$ cat src/rtl/affine_quantize_float_to_int_assert.svh
// Assertion macros for the affine quantizer.
// Used at the end of the top level; expects clk and rst_n in scope.
`ifndef AFFINE_QUANTIZE_FLOAT_TO_INT_ASSERT_SVH
`define AFFINE_QUANTIZE_FLOAT_TO_INT_ASSERT_SVH

// Same-cycle implication, disabled during reset.
`define AQF_ASSERT_NOW(lbl, ante, cons, msg) \
    lbl: assert property (@(posedge clk) disable iff (!rst_n) (ante) |-> (cons)) \
        else $error(msg);

// Next-cycle implication, disabled during reset.
`define AQF_ASSERT_NEXT(lbl, ante, cons, msg) \
    lbl: assert property (@(posedge clk) disable iff (!rst_n) (ante) |=> (cons)) \
        else $error(msg);

`endif

$ cat src/rtl/aqf_pkg.sv
// Shared types and constants for the affine quantizer.
// No dependencies; imported by every module of the block.
package aqf_pkg;

    localparam logic [31:0] SCALE_RESET = 32'h3F80_0000;

    localparam logic [1:0] CFG_INV_SCALE = 2'd0;
    localparam logic [1:0] CFG_ZERO_OFF  = 2'd1;
    localparam logic [1:0] CFG_TYPE      = 2'd2;

    localparam logic [1:0] TYPE_INT8  = 2'd0;
    localparam logic [1:0] TYPE_UINT8 = 2'd1;
    localparam logic [1:0] TYPE_INT32 = 2'd2;

    // Normalized operands, exponent of the product's unit position.
    typedef struct packed {
        logic               sign;
        logic               nan;
        logic               inf;
        logic               zero;
        logic [23:0]        man_a;
        logic [23:0]        man_b;
        logic signed [10:0] exp_sum;
        logic               last;
    } aqf_norm_t;

    typedef struct packed {
        logic               sign;
        logic               nan;
        logic               inf;
        logic               zero;
        logic [47:0]        prod;
        logic signed [10:0] exp_sum;
        logic               last;
    } aqf_prod_t;

    typedef struct packed {
        logic        sign;
        logic        sat;
        logic [40:0] mag;
        logic        last;
    } aqf_mag_t;

endpackage

$ cat src/rtl/aqf_unpack.sv
// Operand unpack: classify both float32 operands and normalize subnormals.
// Depends on aqf_pkg.
module aqf_unpack (
    input  logic [31:0]       sample_bits,
    input  logic [31:0]       scale_bits,
    input  logic              last,
    output aqf_pkg::aqf_norm_t norm
);
    import aqf_pkg::*;

    function automatic logic [4:0] lzc24(input logic [23:0] v);
        logic [4:0] n;
        logic       found;
        begin
            n = 5'd24;
            found = 1'b0;
            for (int i = 23; i >= 0; i--) begin
                if (!found && v[i]) begin
                    n = 5'(23 - i);
                    found = 1'b1;
                end
            end
            return n;
        end
    endfunction

    logic [7:0]         ex_a, ex_b;
    logic [23:0]        full_a, full_b;
    logic [4:0]         lz_a, lz_b;
    logic signed [10:0] texp_a, texp_b;
    logic               nan_a, nan_b, inf_a, inf_b, zero_a, zero_b;

    assign ex_a = sample_bits[30:23];
    assign ex_b = scale_bits[30:23];
    assign full_a = {ex_a != 8'd0, sample_bits[22:0]};
    assign full_b = {ex_b != 8'd0, scale_bits[22:0]};

    assign nan_a  = (ex_a == 8'hFF) && (sample_bits[22:0] != 23'd0);
    assign nan_b  = (ex_b == 8'hFF) && (scale_bits[22:0] != 23'd0);
    assign inf_a  = (ex_a == 8'hFF) && (sample_bits[22:0] == 23'd0);
    assign inf_b  = (ex_b == 8'hFF) && (scale_bits[22:0] == 23'd0);
    assign zero_a = (ex_a == 8'd0) && (sample_bits[22:0] == 23'd0);
    assign zero_b = (ex_b == 8'd0) && (scale_bits[22:0] == 23'd0);

    assign lz_a = lzc24(full_a);
    assign lz_b = lzc24(full_b);

    // Unbiased exponent of the leading mantissa bit after normalization.
    assign texp_a = $signed({3'b000, (ex_a == 8'd0) ? 8'd1 : ex_a}) - 11'sd127
                    - $signed({6'b000000, lz_a});
    assign texp_b = $signed({3'b000, (ex_b == 8'd0) ? 8'd1 : ex_b}) - 11'sd127
                    - $signed({6'b000000, lz_b});

    always_comb
    begin
        norm.sign    = sample_bits[31] ^ scale_bits[31];
        norm.nan     = nan_a || nan_b || (inf_a && zero_b) || (inf_b && zero_a);
        norm.inf     = !norm.nan && (inf_a || inf_b);
        norm.zero    = !norm.nan && !norm.inf && (zero_a || zero_b);
        norm.man_a   = full_a << lz_a;
        norm.man_b   = full_b << lz_b;
        norm.exp_sum = texp_a + texp_b;
        norm.last    = last;
    end

endmodule

$ cat src/rtl/aqf_mul.sv
// Significand multiplier: 24 x 24 bit product of normalized mantissas.
// Depends on aqf_pkg.
module aqf_mul (
    input  aqf_pkg::aqf_norm_t norm,
    output aqf_pkg::aqf_prod_t prod
);
    import aqf_pkg::*;

    always_comb
    begin
        prod.sign    = norm.sign;
        prod.nan     = norm.nan;
        prod.inf     = norm.inf;
        prod.zero    = norm.zero;
        prod.prod    = {24'd0, norm.man_a} * {24'd0, norm.man_b};
        prod.exp_sum = norm.exp_sum;
        prod.last    = norm.last;
    end

endmodule

$ cat src/rtl/aqf_round.sv
// Round the product to float32 (nearest even), then to an integer magnitude
// (nearest even), flagging saturation at 2^40 and above. Depends on aqf_pkg.
module aqf_round (
    input  aqf_pkg::aqf_prod_t prod,
    output aqf_pkg::aqf_mag_t  mag
);
    import aqf_pkg::*;

    logic [23:0]        frac;
    logic               rnd, sticky, inc;
    logic signed [11:0] e_res, e_rnd, d_left, d_right;
    logic [24:0]        frac_rnd;
    logic [23:0]        frac_n;
    logic [47:0]        ext;
    logic [23:0]        ip;
    logic               inc_int;

    always_comb
    begin
        if (prod.prod[47])
        begin
            frac   = prod.prod[47:24];
            rnd    = prod.prod[23];
            sticky = |prod.prod[22:0];
        end
        else
        begin
            frac   = prod.prod[46:23];
            rnd    = prod.prod[22];
            sticky = |prod.prod[21:0];
        end
        // Product value is prod * 2^(exp_sum - 46); leading bit weight below.
        e_res    = 12'(prod.exp_sum) + {11'd0, prod.prod[47]};
        inc      = rnd && (sticky || frac[0]);
        frac_rnd = {1'b0, frac} + {24'd0, inc};
        frac_n   = frac_rnd[24] ? 24'h80_0000 : frac_rnd[23:0];
        e_rnd    = frac_rnd[24] ? e_res + 12'sd1 : e_res;
        d_left   = e_rnd - 12'sd23;
        d_right  = 12'sd23 - e_rnd;

        ext      = {frac_n, 24'd0} >> d_right[4:0];
        ip       = ext[47:24];
        inc_int  = ext[23] && ((|ext[22:0]) || ip[0]);

        mag.sign = prod.sign;
        mag.last = prod.last;
        mag.sat  = 1'b0;
        mag.mag  = 41'd0;
        if (prod.nan || prod.zero)
        begin
            mag.mag = 41'd0;
        end
        else if (prod.inf || e_res >= 12'sd40 || e_rnd >= 12'sd40)
        begin
            mag.sat = 1'b1;
        end
        else if (e_res <= -12'sd2)
        begin
            mag.mag = 41'd0;
        end
        else if (e_rnd >= 12'sd23)
        begin
            mag.mag = {17'd0, frac_n} << d_left[4:0];
        end
        else
        begin
            mag.mag = {17'd0, ip} + {40'd0, inc_int};
        end
    end

endmodule

$ cat src/rtl/aqf_clamp.sv
// Add the integer zero point and clamp to the selected output type.
// Depends on aqf_pkg.
module aqf_clamp (
    input  aqf_pkg::aqf_mag_t mag,
    input  logic [31:0]       zero_offset,
    input  logic [1:0]        target_type,
    output logic [31:0]       quantized,
    output logic              offset_invalid
);
    import aqf_pkg::*;

    logic signed [41:0] lo, hi, zp, val, sum, res;

    always_comb
    begin
        case (target_type)
            TYPE_INT8:
            begin
                lo = -42'sd128;
                hi = 42'sd127;
            end
            TYPE_UINT8:
            begin
                lo = 42'sd0;
                hi = 42'sd255;
            end
            default:
            begin
                lo = -42'sd2147483648;
                hi = 42'sd2147483647;
            end
        endcase
        zp  = 42'(signed'(zero_offset));
        val = mag.sign ? -$signed({1'b0, mag.mag}) : $signed({1'b0, mag.mag});
        sum = val + zp;
        if (mag.sat)
            res = mag.sign ? lo : hi;
        else if (sum < lo)
            res = lo;
        else if (sum > hi)
            res = hi;
        else
            res = sum;
        quantized      = res[31:0];
        offset_invalid = (zp < lo) || (zp > hi);
    end

endmodule

$ cat src/rtl/affine_quantize_float_to_int.sv
// Affine quantizer top level: float32 samples to int8 / uint8 / int32.
// Depends on aqf_pkg, aqf_unpack, aqf_mul, aqf_round, aqf_clamp and the
// assertion header.
//
// Usage:
//   Input channel (in_valid/in_ready) carries sample_bits, a float32 bit
//   pattern, and last_in. Output channel (out_valid/out_ready) returns
//   quantized, offset_invalid and last_out, one result per request.
//   Config channel (cfg_valid/cfg_ready, cfg_index, cfg_data) writes
//   inverse_scale (0), zero_offset (1) and target_type (2); cfg_ready is
//   always high. Write config only while the pipe is empty.
//   A request accepted at the input passes through the input, normalize,
//   multiply, round and clamp registers in turn before it reaches the output.
//   Throughput: one request per cycle while out_ready stays high; every
//   stage advances whenever the stage after it has room.
//   When the receiver stalls, the pipe fills and in_ready drops once all
//   five registers hold requests; nothing is dropped.
//   Reset empties the pipe and loads inverse_scale = 1.0, zero_offset = 0,
//   target_type = int8.
module affine_quantize_float_to_int (
    input  logic        clk,
    input  logic        rst_n,
    input  logic        in_valid,
    output logic        in_ready,
    input  logic [31:0] sample_bits,
    input  logic        last_in,
    output logic        out_valid,
    input  logic        out_ready,
    output logic signed [31:0] quantized,
    output logic        offset_invalid,
    output logic        last_out,
    input  logic        cfg_valid,
    output logic        cfg_ready,
    input  logic [1:0]  cfg_index,
    input  logic [31:0] cfg_data
);
    import aqf_pkg::*;

    logic [31:0] recip_scale_reg, zero_off_reg;
    logic [1:0]  type_reg;

    logic [31:0] s0_bits_reg;
    logic        s0_last_reg;
    aqf_norm_t   s1_reg, s1_next;
    aqf_prod_t   s2_reg, s2_next;
    aqf_mag_t    s3_reg, s3_next;
    logic [31:0] q_reg, q_next;
    logic        inv_reg, inv_next, last_reg;

    logic v0_reg, v1_reg, v2_reg, v3_reg, v4_reg;
    logic en0, en1, en2, en3, en4;

    assign cfg_ready = 1'b1;

    always_ff @(posedge clk or negedge rst_n)
    begin
        if (!rst_n)
        begin
            recip_scale_reg <= SCALE_RESET;
            zero_off_reg    <= 32'd0;
            type_reg        <= TYPE_INT8;
        end
        else if (cfg_valid)
        begin
            case (cfg_index)
                CFG_INV_SCALE: recip_scale_reg <= cfg_data;
                CFG_ZERO_OFF:  zero_off_reg    <= cfg_data;
                CFG_TYPE:      type_reg        <= cfg_data[1:0];
                default:       ;
            endcase
        end
    end

    // Advance a stage when it is empty or its successor advances.
    assign en4 = !v4_reg || out_ready;
    assign en3 = !v3_reg || en4;
    assign en2 = !v2_reg || en3;
    assign en1 = !v1_reg || en2;
    assign en0 = !v0_reg || en1;
    assign in_ready = en0;

    aqf_unpack u_unpack (
        .sample_bits (s0_bits_reg),
        .scale_bits  (recip_scale_reg),
        .last        (s0_last_reg),
        .norm        (s1_next)
    );

    aqf_mul u_mul (
        .norm (s1_reg),
        .prod (s2_next)
    );

    aqf_round u_round (
        .prod (s2_reg),
        .mag  (s3_next)
    );

    aqf_clamp u_clamp (
        .mag            (s3_reg),
        .zero_offset    (zero_off_reg),
        .target_type    (type_reg),
        .quantized      (q_next),
        .offset_invalid (inv_next)
    );

    always_ff @(posedge clk or negedge rst_n)
    begin
        if (!rst_n)
        begin
            v0_reg <= 1'b0;
            v1_reg <= 1'b0;
            v2_reg <= 1'b0;
            v3_reg <= 1'b0;
            v4_reg <= 1'b0;
        end
        else
        begin
            if (en0) v0_reg <= in_valid;
            if (en1) v1_reg <= v0_reg;
            if (en2) v2_reg <= v1_reg;
            if (en3) v3_reg <= v2_reg;
            if (en4) v4_reg <= v3_reg;
        end
    end

    always_ff @(posedge clk)
    begin
        if (en0)
        begin
            s0_bits_reg <= sample_bits;
            s0_last_reg <= last_in;
        end
        if (en1) s1_reg <= s1_next;
        if (en2) s2_reg <= s2_next;
        if (en3) s3_reg <= s3_next;
        if (en4)
        begin
            q_reg    <= q_next;
            inv_reg  <= inv_next;
            last_reg <= s3_reg.last;
        end
    end

    assign out_valid      = v4_reg;
    assign quantized      = q_reg;
    assign offset_invalid = inv_reg;
    assign last_out       = last_reg;

`include "affine_quantize_float_to_int_assert.svh"

    `AQF_ASSERT_NOW(a_int8_range, out_valid && type_reg == TYPE_INT8, quantized >= -32'sd128 && quantized <= 32'sd127, "int8 result out of range")
    `AQF_ASSERT_NOW(a_uint8_range, out_valid && type_reg == TYPE_UINT8, quantized >= 32'sd0 && quantized <= 32'sd255, "uint8 result out of range")
    `AQF_ASSERT_NOW(a_stall_full, v0_reg && v1_reg && v2_reg && v3_reg && v4_reg && !out_ready, !in_ready, "pipe accepted a request while full and stalled")

endmodule

$ cat config.mk
export PLATFORM = sky130hd
export DESIGN_NAME = affine_quantize_float_to_int
export DESIGN_NICKNAME = d
export VERILOG_FILES = /design/src/rtl/aqf_pkg.sv /design/src/rtl/aqf_unpack.sv /design/src/rtl/aqf_mul.sv /design/src/rtl/aqf_round.sv /design/src/rtl/aqf_clamp.sv /design/src/rtl/affine_quantize_float_to_int.sv
export VERILOG_INCLUDE_DIRS = /design/src /design/src/rtl
export SDC_FILE = /design/constraint.sdc
export NUM_CORES = 2
export LEC_CHECK = 0
export ABC_AREA = 0
export BUFFER_PORTS_ARGS = -buffer_cell sky130_fd_sc_hd__buf_2
export CELL_PAD_IN_SITES_DETAIL_PLACEMENT = 0
export CELL_PAD_IN_SITES_GLOBAL_PLACEMENT = 2
export CORE_AREA = 2 2 313 315
export CTS_BUF_LIST = sky130_fd_sc_hd__clkbuf_16
export CTS_CLUSTER_SIZE = 16
export DETAILED_ROUTE_END_ITERATION = 6
export DIE_AREA = 0 0 315 317
export GPL_ROUTABILITY_DRIVEN = 0
export PLACE_DENSITY = 0.84
export SETUP_SLACK_MARGIN = 0.15
export SYNTH_ARGS = -nofsm -noshare
export SYNTH_HDL_FRONTEND = slang
export SYNTH_SLANG_ARGS = --single-unit
$ cat constraint.sdc
create_clock -name clk -period 16.77 [get_ports clk]
set_clock_uncertainty 0.2 [all_clocks]
set_input_delay 0.8385 -clock clk [delete_from_list [all_inputs] [get_ports clk]]
set_output_delay 0.8385 -clock clk [all_outputs]
set_load 0.01 [all_outputs]
==> impl_metrics.tcl <==
set metrics [dict create \
    status "finished, final reports clean" \
    n_fill_cell 9284 \
    wl_per_cell_um 21.5 \
    clock-sinks 310 \
    path_class "flop to flop" \
    via_per_inst 5.67 \
    dr.pass1.iters 5 \
    synth_nets 5584 \
    cts_repair_resize_count 0 \
    layout_min_cycle_time_ns 8.64 \
    drive_gt1_frac 0.0851 \
    cts_setup_buffers 0 \
    die_w_um 315 \
    cts_buffer_depth 3 \
    synth_edf_count 239 \
    path_clk_slew_ns 0.06 \
    worstMarginPinSlew_ns 1.30 \
    core_area_um2 96300 \
    fin_crit_sh 0.515 \
    drc 0 \
    die_h_um 317 \
    insertion_delay_ns 0.58 \
    rsz0062_at_grt "false" \
    ys_async_sr_fraction 0.229 \
    finalHoldViolCount 0 \
    final_common_cell "inv_1" \
    grt_antenna_before_repair 6 \
    synth_ff_type "edfxtp_1" \
    fin_tns_setup_ns 0 \
    layout_common_cells "inv_1, nand2_1, fa_1, ha_1" \
    rows 114 \
    htree_levels 2 \
    nets 5585 \
    setup_viol 0 \
    grt_max_degree 68 \
    die-area_um2 99900 \
    max_freq_mhz 116 \
    cp_data_required_time_ns 16.84 \
    yosysUniqueCellTypes 104 \
    hold_class "flop to flop" \
    end_kind "flop" \
    max_stage_delay_ns 0.56 \
    grtUsageTotal 0.264 \
    area_growth_pct 6.88 \
    slowest_stage "or4_4" \
    post_synth.cell_area_avg_um2 9.21 \
    synth_area_um2 43000 \
    cts_hold_buf 1 \
    io_buffers 107 \
    critPathMaxFanout 23 \
    synth-seq-area-share 0.208 \
    grt_pass1_wl_um 204000 \
    synthCells 4674 \
    io_pins 109 \
    worstPathArrival_ns 8.71 \
    numCtsBuffers 35 \
    final_max_slew_viol_count 0 \
    first_global_vias 34344 \
    cap_violations 0 \
    initial_core_util 0.447 \
    synth_warnings 0 \
    overflow 0 \
    post-dp-hpwl_um 100000 \
    drtIter0Drc 2566 \
    worst_slew_margin_rel 0.136 \
    ant_nets 0 \
    worst_setup_path_start_kind "flop" \
    clockRootBuffer "clkbuf_16" \
    wl_um 128000 \
    num_vias 33919 \
    tritoncts "built" \
    ys_ff_latch 310 \
]
critical path, delay by kind of cell (launching register included):
family,cells,cell delay (ns)
AO/OA/AOI/OAI,7,2.40
XOR/XNOR,2,0.45
adder cells (fa/ha/maj),2,0.65
buffers and inverters,1,0.10
flip-flops,1,0.42
AND/OR/NAND/NOR,18,4.14
layer usage:
layer	vias to the layer above	GRT usage	share of wire	wire length, µm
met4	2	0.0589	0.022	2830
met2	919	0.430	0.46	59300
li1	15840	-	-	-
met3	144	0.0255	0.049	6330
met1	17014	0.381	0.47	60000
met5	-	0	0.000078	10
stage by stage:
stage,cells,setup WS (ns),hold slack (ns),cell area [µm²],utilization
global placement,5913,8.33,0.206,44900,0.466
detailed placement,5913,8.16,0.206,44900,0.466
floorplan,4674,9.31,0.200,43000,-
CTS,5978,8.18,0.205,46000,0.478
finish,5980,8.13,0.221,46000,0.478
global route,5978,7.61,0.217,46000,0.478
cell type report:
cell class                      count  area [µm²]  share of cell area
Multi-Input combinational cell   3559       31100               0.675
Inverter                          592        2220              0.0483
Clock buffer                       35         876              0.0190
Clock inverter                     29         205             0.00446
Timing Repair Buffer              177        1070              0.0232
Antenna cell                        2        5.00            0.000109
Tap cell                         1276        1600              0.0347
Sequential cell                   310        8960               0.195
cell usage after synthesis (8+ instances only):
master | n | area (µm²)
o221ai_1 | 16 | 140
xnor2_1 | 133 | 1160
nand2_1 | 564 | 2120
edfxtp_1 | 239 | 7180
a31oi_1 | 23 | 144
fa_1 | 494 | 9890
nand3b_1 | 8 | 60.1
ha_1 | 344 | 4300
buf_1 | 12 | 45.0
or2_2 | 18 | 113
and3_1 | 26 | 163
nand4_1 | 49 | 307
mux2_2 | 89 | 1000
nand2b_1 | 51 | 319
nand3_1 | 68 | 340
o31ai_1 | 24 | 180
o211ai_1 | 27 | 203
o22ai_1 | 25 | 156
mux2i_1 | 146 | 1460
and4_1 | 16 | 140
nor2_1 | 231 | 867
nor3_1 | 67 | 335
or4_1 | 12 | 90.1
a21oi_1 | 207 | 1040
a21o_1 | 64 | 480
a21boi_0 | 9 | 67.6
inv_1 | 586 | 2200
nor2b_1 | 36 | 225
clkbuf_1 | 174 | 653
o32ai_1 | 9 | 78.8
xor2_1 | 65 | 569
nor4_1 | 35 | 219
o21ai_0 | 181 | 906
a211oi_1 | 43 | 323
and2_1 | 239 | 1500
o21bai_1 | 18 | 135
buf_2 | 16 | 80.1
o21a_1 | 30 | 225
dfrtp_1 | 64 | 1600
or3_1 | 34 | 213
cell families (layout without fill, tap and decap cells):
group / after synthesis / in the layout / share of synthesized area
and+or+nand+nor: 1494 / 1494 / 0.172
adders and majority gates: 838 / 838 / 0.330
buffers and inverters: 805 / 833 / 0.0719
AOI/OAI and AO/OA: 791 / 791 / 0.120
DFF: 310 / 310 / 0.208
muxes: 237 / 237 / 0.0579
xor gates and xnor gates: 198 / 198 / 0.0403
other: 1 / 3 / 0.0000871
path summary, 6_finish.rpt:
path                                     startpoint                             end  slack (ns)  depth (start not counted)
max in group asynchronous                     rst_n  recip_scale_reg[1]$_DFFE_PN0P_       14.85                          3
min                            s1_reg[60]$_DFFE_PP_            s2_reg[60]$_DFFE_PP_        0.22                          0
max                        s3_reg[17]$_SDFFCE_PP0P_         quantized[10]$_DFFE_PP_        8.13                         30
max reg2reg                s3_reg[17]$_SDFFCE_PP0P_         quantized[10]$_DFFE_PP_        8.13                         30
min in group asynchronous                     rst_n     zero_off_reg[0]$_DFFE_PN0P_        0.39                          2
min reg2reg                    s1_reg[60]$_DFFE_PP_            s2_reg[60]$_DFFE_PP_        0.22                          0
Power is left out: the tool's default activity adds up to more than one toggle a clock period on the data nets, which glitch-free logic cannot reach.
